### src/rtl/core/smsort_pkg.sv
// shared types and constants of the stable merge sorter
package smsort_pkg;

  localparam int unsigned DataW = 32;

  // what one cell shows its neighbors
  typedef struct packed {
    logic             valid;
    logic             gt;
    logic [DataW-1:0] data;
  } cell_link_t;

  // row-wide commands, the same for every cell
  typedef struct packed {
    logic insert;
    logic shift_out;
  } cell_ctrl_t;

endpackage

### src/rtl/core/smsort_cell.sv
// one cell of the sorting row: holds one element and compares it with the incoming beat
module smsort_cell import smsort_pkg::*; (
  input  logic             clk_i,
  input  logic             rst_ni,
  input  cell_ctrl_t       ctrl_i,
  input  logic [DataW-1:0] x_i,
  input  cell_link_t       left_i,
  input  cell_link_t       right_i,
  output cell_link_t       link_o
);

  logic             valid_q, valid_d;
  logic [DataW-1:0] data_q, data_d;
  logic             gt;

  // strictly greater keeps equal elements in arrival order
  assign gt = valid_q && ($signed(data_q) > $signed(x_i));

  always_comb begin
    valid_d = valid_q;
    data_d  = data_q;
    if (ctrl_i.shift_out) begin
      valid_d = right_i.valid;
      data_d  = right_i.data;
    end else if (ctrl_i.insert && (gt || !valid_q)) begin
      if (left_i.gt) begin
        // left neighbor moves up into this cell
        valid_d = 1'b1;
        data_d  = left_i.data;
      end else if (left_i.valid) begin
        // insertion point
        valid_d = 1'b1;
        data_d  = x_i;
      end
    end
  end

  always_ff @(posedge clk_i or negedge rst_ni) begin
    if (!rst_ni) begin
      valid_q <= 1'b0;
    end else begin
      valid_q <= valid_d;
    end
  end

  always_ff @(posedge clk_i) begin
    data_q <= data_d;
  end

  assign link_o.valid = valid_q;
  assign link_o.gt    = gt;
  assign link_o.data  = data_q;

endmodule

### config.mk
export PLATFORM = sky130hd
export DESIGN_NAME = smsort_cell
export DESIGN_NICKNAME = d
export VERILOG_FILES = /design/src/rtl/core/smsort_pkg.sv /design/src/rtl/core/smsort_cell.sv
export SDC_FILE = /design/constraint.sdc
export NUM_CORES = 1
export LEC_CHECK = 0
export ABC_CLOCK_PERIOD_IN_PS = 4900
export BUFFER_PORTS_ARGS = -buffer_cell sky130_fd_sc_hd__buf_2
export CAP_MARGIN = 20
export CORE_MARGIN = 2
export CORE_UTILIZATION = 46
export DETAILED_ROUTE_END_ITERATION = 10
export GPL_TIMING_DRIVEN = 0
export PLACE_DENSITY = 0.82
export SYNTH_ARGS = -nofsm -noshare
export SYNTH_HDL_FRONTEND = slang
export SYNTH_SLANG_ARGS = --single-unit
export TNS_END_PERCENT = 30
### constraint.sdc
create_clock -name clk_i -period 4.9 [get_ports clk_i]
set_input_delay 0.245 -clock clk_i [delete_from_list [all_inputs] [get_ports clk_i]]
set_output_delay 0.245 -clock clk_i [all_outputs]
set_load 0.02 [all_outputs]
==> results.md, run 1 <==
| Item | This run | Unit |
|---|---|---|
| Run status | completed | - |
| Number of gates resized after cts | 0 | - |
| Netlist area before placement | 0.00257 | sq mm |
| Cell row count | 27 | - |
| Sinks on Clock Net | 33 | - |
| Longest individual stage delay on the worst path | 0.68 | ns |
| Syn-to-layout area delta | 34.9 | % |
| Top-count cell post-synth | sky130_fd_sc_hd__nand2_1 | - |
| Share of async-settable or async-resettable flops after synthesis | 3.03 | % |
| CTS max path bufs | 2 | - |
| Area of the placeable core | 0.00544 | sq mm |
| Minimum clock period | 3.14 | ns |
| Beginning of the worst hold path | right_i[33] | - |
| Via count of the first global-routing pass | 2,614 | - |
| Simple-gate share of the synthesized area | 11.5 | % |
| Per-instance average area after synthesis | 9.39 | sq um |
| Count of flip-flops with a built-in enable after synthesis | 32 | - |
| Tightest Hold Check Type | in -> reg | - |
| Filler cell count | 471 | - |
| Cell count after synthesis | 274 | - |
| Share of the clock period used by the worst path after layout | 64.1 | % |
| Inserted Clock Buffers | 5 | - |
| Number of H-tree levels | 2 | - |
| Initial antenna violation count | 0 | - |
| Clock input transition at the sequential cells of the worst setup and hold paths | 0.07 | ns |
| Number of detailed-routing iterations run before antenna repair | 4 | - |
| Worst hold margin | 0.206 | ns |
| Syn Nets | 410 | - |
| Floorplan die area | 0.00621 | sq mm |
| Most used standard cells in the synthesized netlist | 44 x sky130_fd_sc_hd__nand2_1, 37 x sky130_fd_sc_hd__inv_1, 35 x sky130_fd_sc_hd__o21ai_0 | - |
| Largest net degree at the start of global routing | 11 | - |
| Post-layout net count | 556 | - |
| Post-Synth XOR/XNOR Area | 0 | % |
| Top_reg_cell synth | sky130_fd_sc_hd__edfxtp_1 | - |
| Post-synthesis adder-cell area fraction | 15.6 | % |
| DIE WIDTH | 78.8 | um |
| Slew Limit Headroom | 51.5 | % |
| Antenna-violating nets left | 0 | - |
| Remaining global-route overflow | 0 | - |
| Final hold violation count | 0 | - |
| Startpoint type of the worst setup path | register | - |
| Critical path launch point | data_q[28] | - |
| Area fraction in compound gates after synthesis | 14.4 | % |
| Main combinational cell family by area after synthesis | adder cells | - |
| Buf/Inv on CP | 2 | - |
| Sequential fraction of the synthesis area | 38.3 | % |
| Maxcap violations | 0 | - |
| Chip Height | 78.8 | um |
| #FFs+latches synth | 33 | - |
| Clock Skews | 0.00302 | ns |
| List of cells traversed by the critical path | ha_1 > nand3_1 > nor4_1 > and2_1 > nor3b_2 > a2111oi_1 > a2111oi_4 > buf_6 > buf_6 | - |
| Number of hold buffers added after CTS | 1 | - |
| Number of setup violations in the final report | 0 | - |
| Number of distinct library cells after synthesis | 33 | - |
| Clock Root Buffer | sky130_fd_sc_hd__clkbuf_8 | - |
| Clock tree from TritonCTS | yes | - |
| Required time of the critical path | 4.89 | ns |
| Peak supply drop | 0.165 | mV |
| Buffers on Ports | 135 | - |
| Total count of max-transition violations in the final report | 0 | - |
| Area share of the largest cell type after synthesis | 37.3 | % |
| Number of design-rule violations left by the first detailed-router iteration | 57 | - |
| Data arrival time of the worst path | 3.13 | ns |
| Worst flop-to-flop path startpoint | data_q[28] | - |
| Detailed-route wire length per cell | 14.4 | um |
| RSZ-0062 raised after global routing | false | - |
| Slew of the pin with the lowest slew margin | 0.728 | ns |
| Share of cells above drive strength 1 | 36.9 | % |
| Worst-skew pair later-pin latency | 0.28 | ns |
| Static leakage | 1.83 | nW |
| Kind of cell adding the most delay to the critical path | simple AND/OR/NAND/NOR gates | - |
| Drc violations | 0 | - |
| Total negative setup slack | 0 | ns |
| Number of placed I/O pins | 138 | - |
| Highest net fanout along the worst path | 10 | - |
| Leading cell types by total area after synthesis | sky130_fd_sc_hd__edfxtp_1 37%, sky130_fd_sc_hd__ha_1 16%, sky130_fd_sc_hd__mux2i_1 12% | - |
| Cell with the largest stage delay on the worst path | sky130_fd_sc_hd__a2111oi_4 | - |
| Post-CTS repair timing setup buffer count | 0 | - |
| Yosys warning total | 0 | - |
| Overall via count from detail_route | 2,527 | - |
| CP endpoint kind | register | - |
| Effective utilization at floorplan | 47.3 | % |
| Start-to-end type of the worst setup path | reg -> reg | - |
| Final wirelength | 7.07 | mm |
| Global-route wire length before repair | 11.4 | mm |
| Share of cell area taken by muxes after synthesis | 12.4 | % |
| Vias per std cell | 5.14 | - |
| Ant diodes | 0 | - |
| Cell type contributing the most total cell area after synthesis | sky130_fd_sc_hd__edfxtp_1 | - |
| Weighted congestion reported at the end of routability-driven placement | 0.747 | - |
| Cell area power density | 261 | mW/mm^2 |
| Upper clock frequency limit | 319 | MHz |
| Critical Path Most Common Cell | sky130_fd_sc_hd__buf_6 | - |
| Placed wire-length estimate | 5.78 | mm |
| Tot GR Track Use | 23.4 | % |
worst register-to-register path: stages (launching register included):
cell                        delay [ns]
sky130_fd_sc_hd__edfxtp_1         0.41
sky130_fd_sc_hd__ha_1             0.34
sky130_fd_sc_hd__nand3_1          0.13
sky130_fd_sc_hd__nor4_1           0.35
sky130_fd_sc_hd__and2_1           0.24
sky130_fd_sc_hd__nor3b_2          0.19
sky130_fd_sc_hd__a2111oi_1        0.11
sky130_fd_sc_hd__a2111oi_4        0.68
sky130_fd_sc_hd__buf_6            0.23
sky130_fd_sc_hd__buf_6            0.17
worst paths after layout:
path	end	slack, ns	cells after the start
worst max-delay path	data_q[5]	1.76	9
worst min register to register	valid_q	0.60	2
worst min-delay path	valid_q	0.21	3
worst max register to register	data_q[5]	1.76	9
min in group asynchronous	valid_q	0.29	2
max in group asynchronous	valid_q	4.53	2
sequential cells by signal (all words and copies together), names as in the netlist:
register / cells
data_q: 32
valid_q: 1
cells by family (layout without fill, tap and decap cells):
logic type,after synthesis,after routing
adders and majority gates,32,32
and+or+nand+nor,66,66
AOI/OAI and AO/OA,61,61
muxes,32,32
DFF,33,33
buffers and inverters,50,196
report_power, final:
| group | leakage (nW) | switching (mW) | internal (mW) | total [mW] |
|---|---|---|---|---|
| logic | 1.46 | 0.194 | 0.137 | 0.331 |
| registers | 0.334 | 0.0211 | 0.360 | 0.381 |
| clock network | 0.0387 | 0.0975 | 0.0958 | 0.193 |
| total | 1.83 | 0.313 | 0.593 | 0.906 |
final cells by class:
cell class,instances,area [sq um],share of cell area (%)
clock buffer,6,72.6,2.09
buffer,13,60.1,1.73
multi-input combinational,191,1400,40.4
sequential,33,986,28.4
inverter,37,139,4.00
timing repair buffer,139,719,20.7
tap,72,90.1,2.59
clock inverter,1,3.75,0.108
per-stage QoR:
stage	power, mW	setup WS [ns]	instances	utilization, %	cell area [sq um]
after CTS	0.915	1.75	492	63.8	3470
after floorplan	0.583	0.682	274	-	2570
after detailed placement	0.718	1.77	484	62.2	3390
after global placement	0.697	-0.301	481	61.4	3340
final	0.906	1.76	492	63.8	3470
after global routing	0.960	1.60	492	63.8	3470
per-layer routing:
layer	routed length, um	track usage, %	up-vias
met5	0	0	-
met4	142	8.60	0
met3	533	5.80	15
met2	3560	43.0	115
met1	2830	26.0	1135
li1	-	-	1262
cells in the final DEF, fill, tap and decap left out, types with 4 or more instances in the layout:
| cell | Yosys | layout |
|---|---|---|
| sky130_fd_sc_hd__ha_1 | 32 | 32 |
| sky130_fd_sc_hd__edfxtp_1 | 32 | 32 |
| sky130_fd_sc_hd__a21oi_1 | 13 | 13 |
| sky130_fd_sc_hd__clkbuf_1 | 8 | 9 |
| sky130_fd_sc_hd__o21ai_0 | 35 | 35 |
| sky130_fd_sc_hd__clkbuf_8 | 0 | 5 |
| sky130_fd_sc_hd__mux2i_1 | 32 | 32 |
| sky130_fd_sc_hd__nor2_1 | 6 | 6 |
| sky130_fd_sc_hd__inv_1 | 37 | 37 |
| sky130_fd_sc_hd__nand2_1 | 44 | 44 |
| sky130_fd_sc_hd__nand3_1 | 4 | 4 |
| sky130_fd_sc_hd__buf_2 | 3 | 138 |
No activity file was read; power rests on OpenSTA's default activity.
==> inputs of run 2 (changes only) <==
- ABC_CLOCK_PERIOD_IN_PS: 4900 -> 2930
- clock period: 4.9 -> 2.93 ns (I/O delays scaled with it)
==> run 2 against run 1 <==
Combinational power is 69% higher. Sequential cell count stayed put. Critical endpoint is now link_o[32]. Critical path type is now reg -> out. Largest cell class unchanged. Final cell count is 0.41% higher.
==> results.md, run 2 (same netlist as run 1, synthesis figures left out) <==
| Item | This run | Unit | Delta |
|---|---|---|---|
| Worst flop-to-flop path startpoint | data_q[21] | - | was data_q[28] |
| Via count of the first global-routing pass | 2,469 | - | was 2,614 |
| Startpoint type of the worst setup path | register | - | unchanged |
| Slew Limit Headroom | 66.0 | % | was 51.5% |
| Required time of the critical path | 2.78 | ns | was 4.89 ns |
| CTS max path bufs | 2 | - | unchanged |
| Register name with the most flops | data_q | - | unchanged |
| Buffers on Ports | 135 | - | unchanged |
| Number of H-tree levels | 2 | - | unchanged |
| Share of the clock period used by the worst path after layout | 93.8 | % |  |
| Final wirelength | 6.67 | mm | was 7.07 mm |
| Initial antenna violation count | 0 | - | unchanged |
| Inserted Clock Buffers | 5 | - | unchanged |
| Floorplan die area | 0.00621 | sq mm | unchanged |
| Worst-skew pair later-pin latency | 0.28 | ns | about the same |
| Worst hold path depth | 3 | - | unchanged |
| RSZ-0062 raised after global routing | false | - | unchanged |
| Weighted congestion reported at the end of routability-driven placement | 0.773 | - | was 0.747 |
| Peak supply drop | 0.267 | mV | was 0.165 mV |
| Critical path launch point | data_q[7] | - | was data_q[28] |
| Cell area power density | 433 | mW/mm^2 | was 261 mW/mm^2 |
| Remaining global-route overflow | 0 | - | unchanged |
| Filler cell count | 451 | - | was 471 |
| Post-layout net count | 557 | - | was 556 |
| Syn-to-layout area delta | 37.1 | % | was 34.9% |
| Number of design-rule violations left by the first detailed-router iteration | 83 | - | was 57 |
| Clock tree from TritonCTS | yes | - | unchanged |
| Number of setup violations in the final report | 0 | - | unchanged |
| Effective utilization at floorplan | 47.3 | % | unchanged |
| Total negative setup slack | 0 | ns | unchanged |
| Drc violations | 0 | - | unchanged |
| Detailed-route wire length per cell | 13.5 | um | was 14.4 um |
| Share of cells above drive strength 1 | 38.6 | % | was 36.9% |
| Overall via count from detail_route | 2,470 | - | was 2,527 |
| Run status | completed | - | unchanged |
| CP endpoint kind | output pin | - | was register |
| Ant diodes | 0 | - | unchanged |
| Final hold violation count | 0 | - | unchanged |
| Cell row count | 27 | - | unchanged |
| Number of cells on the worst reg-to-reg path | 9 | - | unchanged |
| Start-to-end type of the worst setup path | reg -> out | - | was reg -> reg |
| Minimum clock period | 2.75 | ns |  |
| Upper clock frequency limit | 364 | MHz |  |
| Static leakage | 1.84 | nW | was 1.83 nW |
| Tightest Hold Check Type | in -> reg | - | unchanged |
| Antenna-violating nets left | 0 | - | unchanged |
| Post-route total power | 1.53 | mW | was 0.906 mW |
| Clock input transition at the sequential cells of the worst setup and hold paths | 0.07 | ns | about the same |
| Top library cells by usage in the layout, fill and taps aside | 138 x sky130_fd_sc_hd__buf_2, 44 x sky130_fd_sc_hd__nand2_1, 37 x sky130_fd_sc_hd__inv_1 | - | unchanged |
| Placed wire-length estimate | 5.54 | mm | was 5.78 mm |
| Global-route wire length before repair | 10.8 | mm | was 11.4 mm |
| Number of detailed-routing iterations run before antenna repair | 4 | - | unchanged |
| Slew of the pin with the lowest slew margin | 0.510 | ns | was 0.728 ns |
| Worst hold margin | 0.0981 | ns | was 0.206 ns |
| Clock Root Buffer | sky130_fd_sc_hd__clkbuf_8 | - | unchanged |
| Total count of max-transition violations in the final report | 0 | - | unchanged |
| Tot GR Track Use | 22.0 | % | was 23.4% |
| Registers with the most flip-flops | data_q: 32 flops, valid_q: 1 flops | - | unchanged |
| Vias per std cell | 5.00 | - | was 5.14 |
| DIE WIDTH | 78.8 | um | unchanged |
| Highest net fanout along the worst path | 2 | - | was 10 |
| Area of the placeable core | 0.00544 | sq mm | unchanged |
| Most common library cell in the layout ignoring fill and taps | sky130_fd_sc_hd__buf_2 | - | unchanged |
| Data arrival time of the worst path | 2.60 | ns | was 3.13 ns |
| Maxcap violations | 0 | - | unchanged |
| Clock Skews | 0.00742 | ns | was 0.00302 ns |
| Max FFs per register | 32 | - | unchanged |
| Number of placed I/O pins | 138 | - | unchanged |
| Chip Height | 78.8 | um | unchanged |
| Sinks on Clock Net | 33 | - | unchanged |
| Beginning of the worst hold path | right_i[33] | - | unchanged |
| Largest net degree at the start of global routing | 12 | - | was 11 |
## run 2: what timing repair did
action	in CTS	in global routing
cloned	0	0
setup endpoints to repair	14	1
pin swaps	1	0
gates resized for setup	0	1
buffers inserted	1	0
endpoints found under the hold margin	1	0
hold buffers	1	0
## run 2: worst paths after layout
| path | to | slack (ns) |
|---|---|---|
| max | link_o[32] | 0.18 |
| min | valid_q | 0.1 |
| max reg2reg | data_q[15] | 0.23 |
| min reg2reg | valid_q | 0.61 |
| max in group asynchronous | valid_q | 2.68 |
| min in group asynchronous | valid_q | 0.17 |
## run 2: cell type report
| cell class | count | area [sq um] | area share, % |
|---|---|---|---|
| tap | 72 | 90.1 | 2.55 |
| clock inverter | 1 | 5.00 | 0.142 |
| timing repair buffer | 140 | 727 | 20.6 |
| clock buffer | 7 | 76.3 | 2.16 |
| sequential | 33 | 986 | 27.9 |
| inverter | 37 | 139 | 3.94 |
| buffer | 13 | 60.1 | 1.70 |
| multi-input combinational | 191 | 1450 | 41.0 |
## run 2: layer usage
layer | track usage [%] | wire [um]
met2 | 40.5 | 3340
met3 | 5.11 | 464
met5 | 0 | 0
met4 | 5.44 | 60
met1 | 25.8 | 2800
## run 2: critical path: stages (launching register included)
cell                        delay [ns]
sky130_fd_sc_hd__edfxtp_1         0.39
sky130_fd_sc_hd__ha_1             0.31
sky130_fd_sc_hd__a21oi_1          0.15
sky130_fd_sc_hd__o21ai_0          0.12
sky130_fd_sc_hd__a221oi_2         0.30
sky130_fd_sc_hd__o221ai_1         0.17
sky130_fd_sc_hd__a2111oi_1        0.48
sky130_fd_sc_hd__a211oi_1         0.10
sky130_fd_sc_hd__buf_4            0.15
sky130_fd_sc_hd__buf_2            0.15
## run 2: power by group
group          internal (mW)  switching [mW]
registers              0.602          0.0369
logic                  0.238           0.324
clock network          0.167           0.163
total                   1.01           0.524
## run 2: metrics by stage
| stage | instance area (sq um) | utilization, % | worst slack, ns | instances |
|---|---|---|---|---|
| floorplan | 2630 | - | -0.326 | 274 |
| global placement | 3390 | 62.4 | -0.833 | 481 |
| detailed placement | 3430 | 63.0 | -0.0211 | 484 |
| CTS | 3530 | 64.8 | 0.170 | 494 |
| global route | 3530 | 64.9 | 0.0190 | 494 |
| finish | 3530 | 64.9 | 0.181 | 494 |
==> inputs of run 3 (changes only) <==
- CORE_UTILIZATION: 46 -> 40
- PLACE_DENSITY: 0.82 -> 0.73
==> run 3 against run 2 <==
Global-route usage decreased by 2.7 points. Hold slack improved by 0.0022 ns. Sequential cell count unchanged. Core utilization decreased by 8.5 points. Non-clock buffer count increased by 1. Highest routed layer unchanged. Combinational power about the same. First-iteration DRC count increased by 19%. Final cell count increased by 1.0%. Sequential share of layout area decreased by 0.059 points.
==> results.md, run 3 (same netlist as run 1, synthesis figures left out) <==
| Item | This run | Unit | Delta |
|---|---|---|---|
| Run status | completed | - | unchanged |
| Slew Limit Headroom | 65.1 | % | was 66.0% |
| Syn-to-layout area delta | 37.4 | % | was 37.1% |
| Placed cells | 489 | - | was 484 |
| Number of placed I/O pins | 138 | - | unchanged |
| Global-route wire length before repair | 11.1 | mm | was 10.8 mm |
| Detailed-route wire length per cell | 13.4 | um | was 13.5 um |
| Cell row count | 29 | - | was 27 |
| Share of the clock period used by the worst path after layout | 93.4 | % | was 93.8% |
| Total count of max-transition violations in the final report | 0 | - | unchanged |
| Peak supply drop | 0.284 | mV | was 0.267 mV |
| Maxcap violations | 0 | - | unchanged |
| Worst-skew pair later-pin latency | 0.29 | ns | was 0.28 ns |
| Final wirelength | 6.68 | mm | was 6.67 mm |
| Clock Root Buffer | sky130_fd_sc_hd__clkbuf_8 | - | unchanged |
| Cell area power density | 430 | mW/mm^2 | was 433 mW/mm^2 |
| Tot GR Track Use | 19.3 | % | was 22.0% |
| Minimum clock period | 2.74 | ns | was 2.75 ns |
| Layout Cells excl Fill | 499 | - | was 494 |
| Worst hold path depth | 3 | - | unchanged |
| Number of H-tree levels | 2 | - | unchanged |
| Buffers on Ports | 135 | - | unchanged |
| Tightest Hold Check Type | in -> reg | - | unchanged |
| Worst hold margin | 0.100 | ns | was 0.0981 ns |
| Area taken by flip-flops and latches | 986 | sq um | unchanged |
| Number of setup violations in the final report | 0 | - | unchanged |
| Startpoint type of the worst setup path | register | - | unchanged |
| Chip Height | 84.2 | um | was 78.8 um |
| Number of design-rule violations left by the first detailed-router iteration | 99 | - | was 83 |
| Static leakage | 1.84 | nW | about the same |
| Ant diodes | 0 | - | unchanged |
| Beginning of the worst hold path | right_i[33] | - | unchanged |
| Required time of the critical path | 2.78 | ns | about the same |
| Critical path launch point | data_q[10] | - | was data_q[7] |
| Upper clock frequency limit | 365 | MHz | was 364 MHz |
| Largest net degree at the start of global routing | 11 | - | was 12 |
| Overall via count from detail_route | 2,468 | - | was 2,470 |
| Setup slack of the critical path after layout | 0.194 | ns | was 0.181 ns |
| Placed wire-length estimate | 5.56 | mm | was 5.54 mm |
| Max FFs per register | 32 | - | unchanged |
| Initial antenna violation count | 0 | - | unchanged |
| Top library cells by usage in the layout, fill and taps aside | 138 x sky130_fd_sc_hd__buf_2, 44 x sky130_fd_sc_hd__nand2_1, 37 x sky130_fd_sc_hd__inv_1 | - | unchanged |
| Start-to-end type of the worst setup path | reg -> out | - | unchanged |
| Data arrival time of the worst path | 2.59 | ns | was 2.60 ns |
| Design Area, Final | 0.00354 | sq mm | was 0.00353 sq mm |
| Footprint of the multi-input gates | 0.00144 | sq mm | was 0.00145 sq mm |
| Drc violations | 0 | - | unchanged |
| Number of cells on the worst reg-to-reg path | 9 | - | unchanged |
| DIE WIDTH | 84.2 | um | was 78.8 um |
| Weighted congestion reported at the end of routability-driven placement | 0.795 | - | was 0.773 |
| Share of cells above drive strength 1 | 38.6 | % | unchanged |
| Remaining global-route overflow | 0 | - | unchanged |
| CP endpoint kind | output pin | - | unchanged |
| Post-Place Setup Slack | -0.0514 | ns | was -0.0211 ns |
| Effective utilization at floorplan | 41.0 | % | was 47.3% |
| RSZ-0062 raised after global routing | false | - | unchanged |
| Slack of the worst reg-to-reg path | 0.27 | ns | was 0.23 ns |
| Timing endpoint of the critical path | link_o[32] | - | unchanged |
| Via count of the first global-routing pass | 2,507 | - | was 2,469 |
| Area of the placeable core | 0.00628 | sq mm | was 0.00544 sq mm |
| Registers with the most flip-flops | data_q: 32 flops, valid_q: 1 flops | - | unchanged |
| Clock tree from TritonCTS | yes | - | unchanged |
| Clock input transition at the sequential cells of the worst setup and hold paths | 0.07 | ns | about the same |
| Antenna-violating nets left | 0 | - | unchanged |
| Floorplan die area | 0.00709 | sq mm | was 0.00621 sq mm |
| Sinks on Clock Net | 33 | - | unchanged |
| Area of placed instances | 0.00343 | sq mm | about the same |
| Post-layout net count | 558 | - | was 557 |
| Highest net fanout along the worst path | 3 | - | was 2 |
| Filler cell count | 582 | - | was 451 |
| Worst flop-to-flop path endpoint | data_q[26] | - | was data_q[15] |
| Number of detailed-routing iterations run before antenna repair | 4 | - | unchanged |
| Clock Skews | 0.0119 | ns | was 0.00742 ns |
| Worst flop-to-flop path startpoint | data_q[14] | - | was data_q[21] |
| Vias per std cell | 4.95 | - | was 5.00 |
| Number of gates resized after cts | 0 | - | unchanged |
| Slew of the pin with the lowest slew margin | 0.523 | ns | was 0.510 ns |
| CTS max path bufs | 2 | - | unchanged |
| Register name with the most flops | data_q | - | unchanged |
| Final hold violation count | 0 | - | unchanged |
| Inserted Clock Buffers | 5 | - | unchanged |
| Most common library cell in the layout ignoring fill and taps | sky130_fd_sc_hd__buf_2 | - | unchanged |
run 3: cell count changes in the layout (fill, tap and decap cells not counted):
cell / previous run / this run
sky130_fd_sc_hd__a2111oi_0: 0 / 1
sky130_fd_sc_hd__a2111oi_1: 1 / 0
sky130_fd_sc_hd__buf_4: 3 / 4
sky130_fd_sc_hd__clkbuf_1: 10 / 9
sky130_fd_sc_hd__clkinv_1: 0 / 1
sky130_fd_sc_hd__clkinv_2: 1 / 0
run 3: worst max-delay path, stage by stage, from the launching register on:
cell and delay, ns:
sky130_fd_sc_hd__edfxtp_1 0.40, sky130_fd_sc_hd__ha_1 0.33, sky130_fd_sc_hd__a21oi_1 0.17, sky130_fd_sc_hd__nand2_1 0.08
sky130_fd_sc_hd__a221oi_2 0.33, sky130_fd_sc_hd__o221ai_1 0.17, sky130_fd_sc_hd__a2111oi_0 0.44, sky130_fd_sc_hd__a211oi_1 0.09
sky130_fd_sc_hd__buf_4 0.15, sky130_fd_sc_hd__buf_2 0.15
run 3: power by group:
| group | switching (mW) | total, mW | internal [mW] |
|---|---|---|---|
| sequential | 0.0356 | 0.637 | 0.601 |
| clock | 0.163 | 0.323 | 0.160 |
| combinational | 0.322 | 0.561 | 0.239 |
| total | 0.521 | 1.52 | 1.00 |
run 3: repair_timing:
action                     in CTS  in global routing
setup endpoints to repair       9                  8
buffers inserted                2                  0
hold endpoints to repair        1                  0
hold buffers                    1                  0
pin swaps                       1                  1
run 3: per-layer routing:
metal	vias up	track usage [%]	part of all wire, %
met4	0	4.55	1.1
met5	-	0	0
met1	1107	23.4	42
li1	1265	-	-
met2	90	34.8	50
met3	6	4.33	6.9
run 3: how the worst min path moves through the flow:
| stage | endpoint |
|---|---|
| after floorplan | valid_q |
| after global placement | valid_q |
| after detailed placement | valid_q |
| after CTS | valid_q |
| after global routing | valid_q |
| final | valid_q |
run 3: layout make-up:
cell class | instances | share of cell area (%)
Buffer | 13 | 1.70
Clock buffer | 6 | 2.05
Clock inverter | 1 | 0.106
Inverter | 37 | 3.93
Multi-Input combinational cell | 191 | 40.8
Sequential cell | 33 | 27.9
Tap cell | 77 | 2.72
Timing Repair Buffer | 141 | 20.8
run 3: per-stage QoR:
stage	power, mW	util (%)	setup TNS, ns
2_1_floorplan	0.988	-	-10.43
6_report	1.52	56.3	0
3_5_place_dp	1.21	54.7	-0.460
5_1_grt	1.63	56.3	0
4_1_cts	1.54	56.3	0
3_3_place_gp	1.18	54.2	-28.19
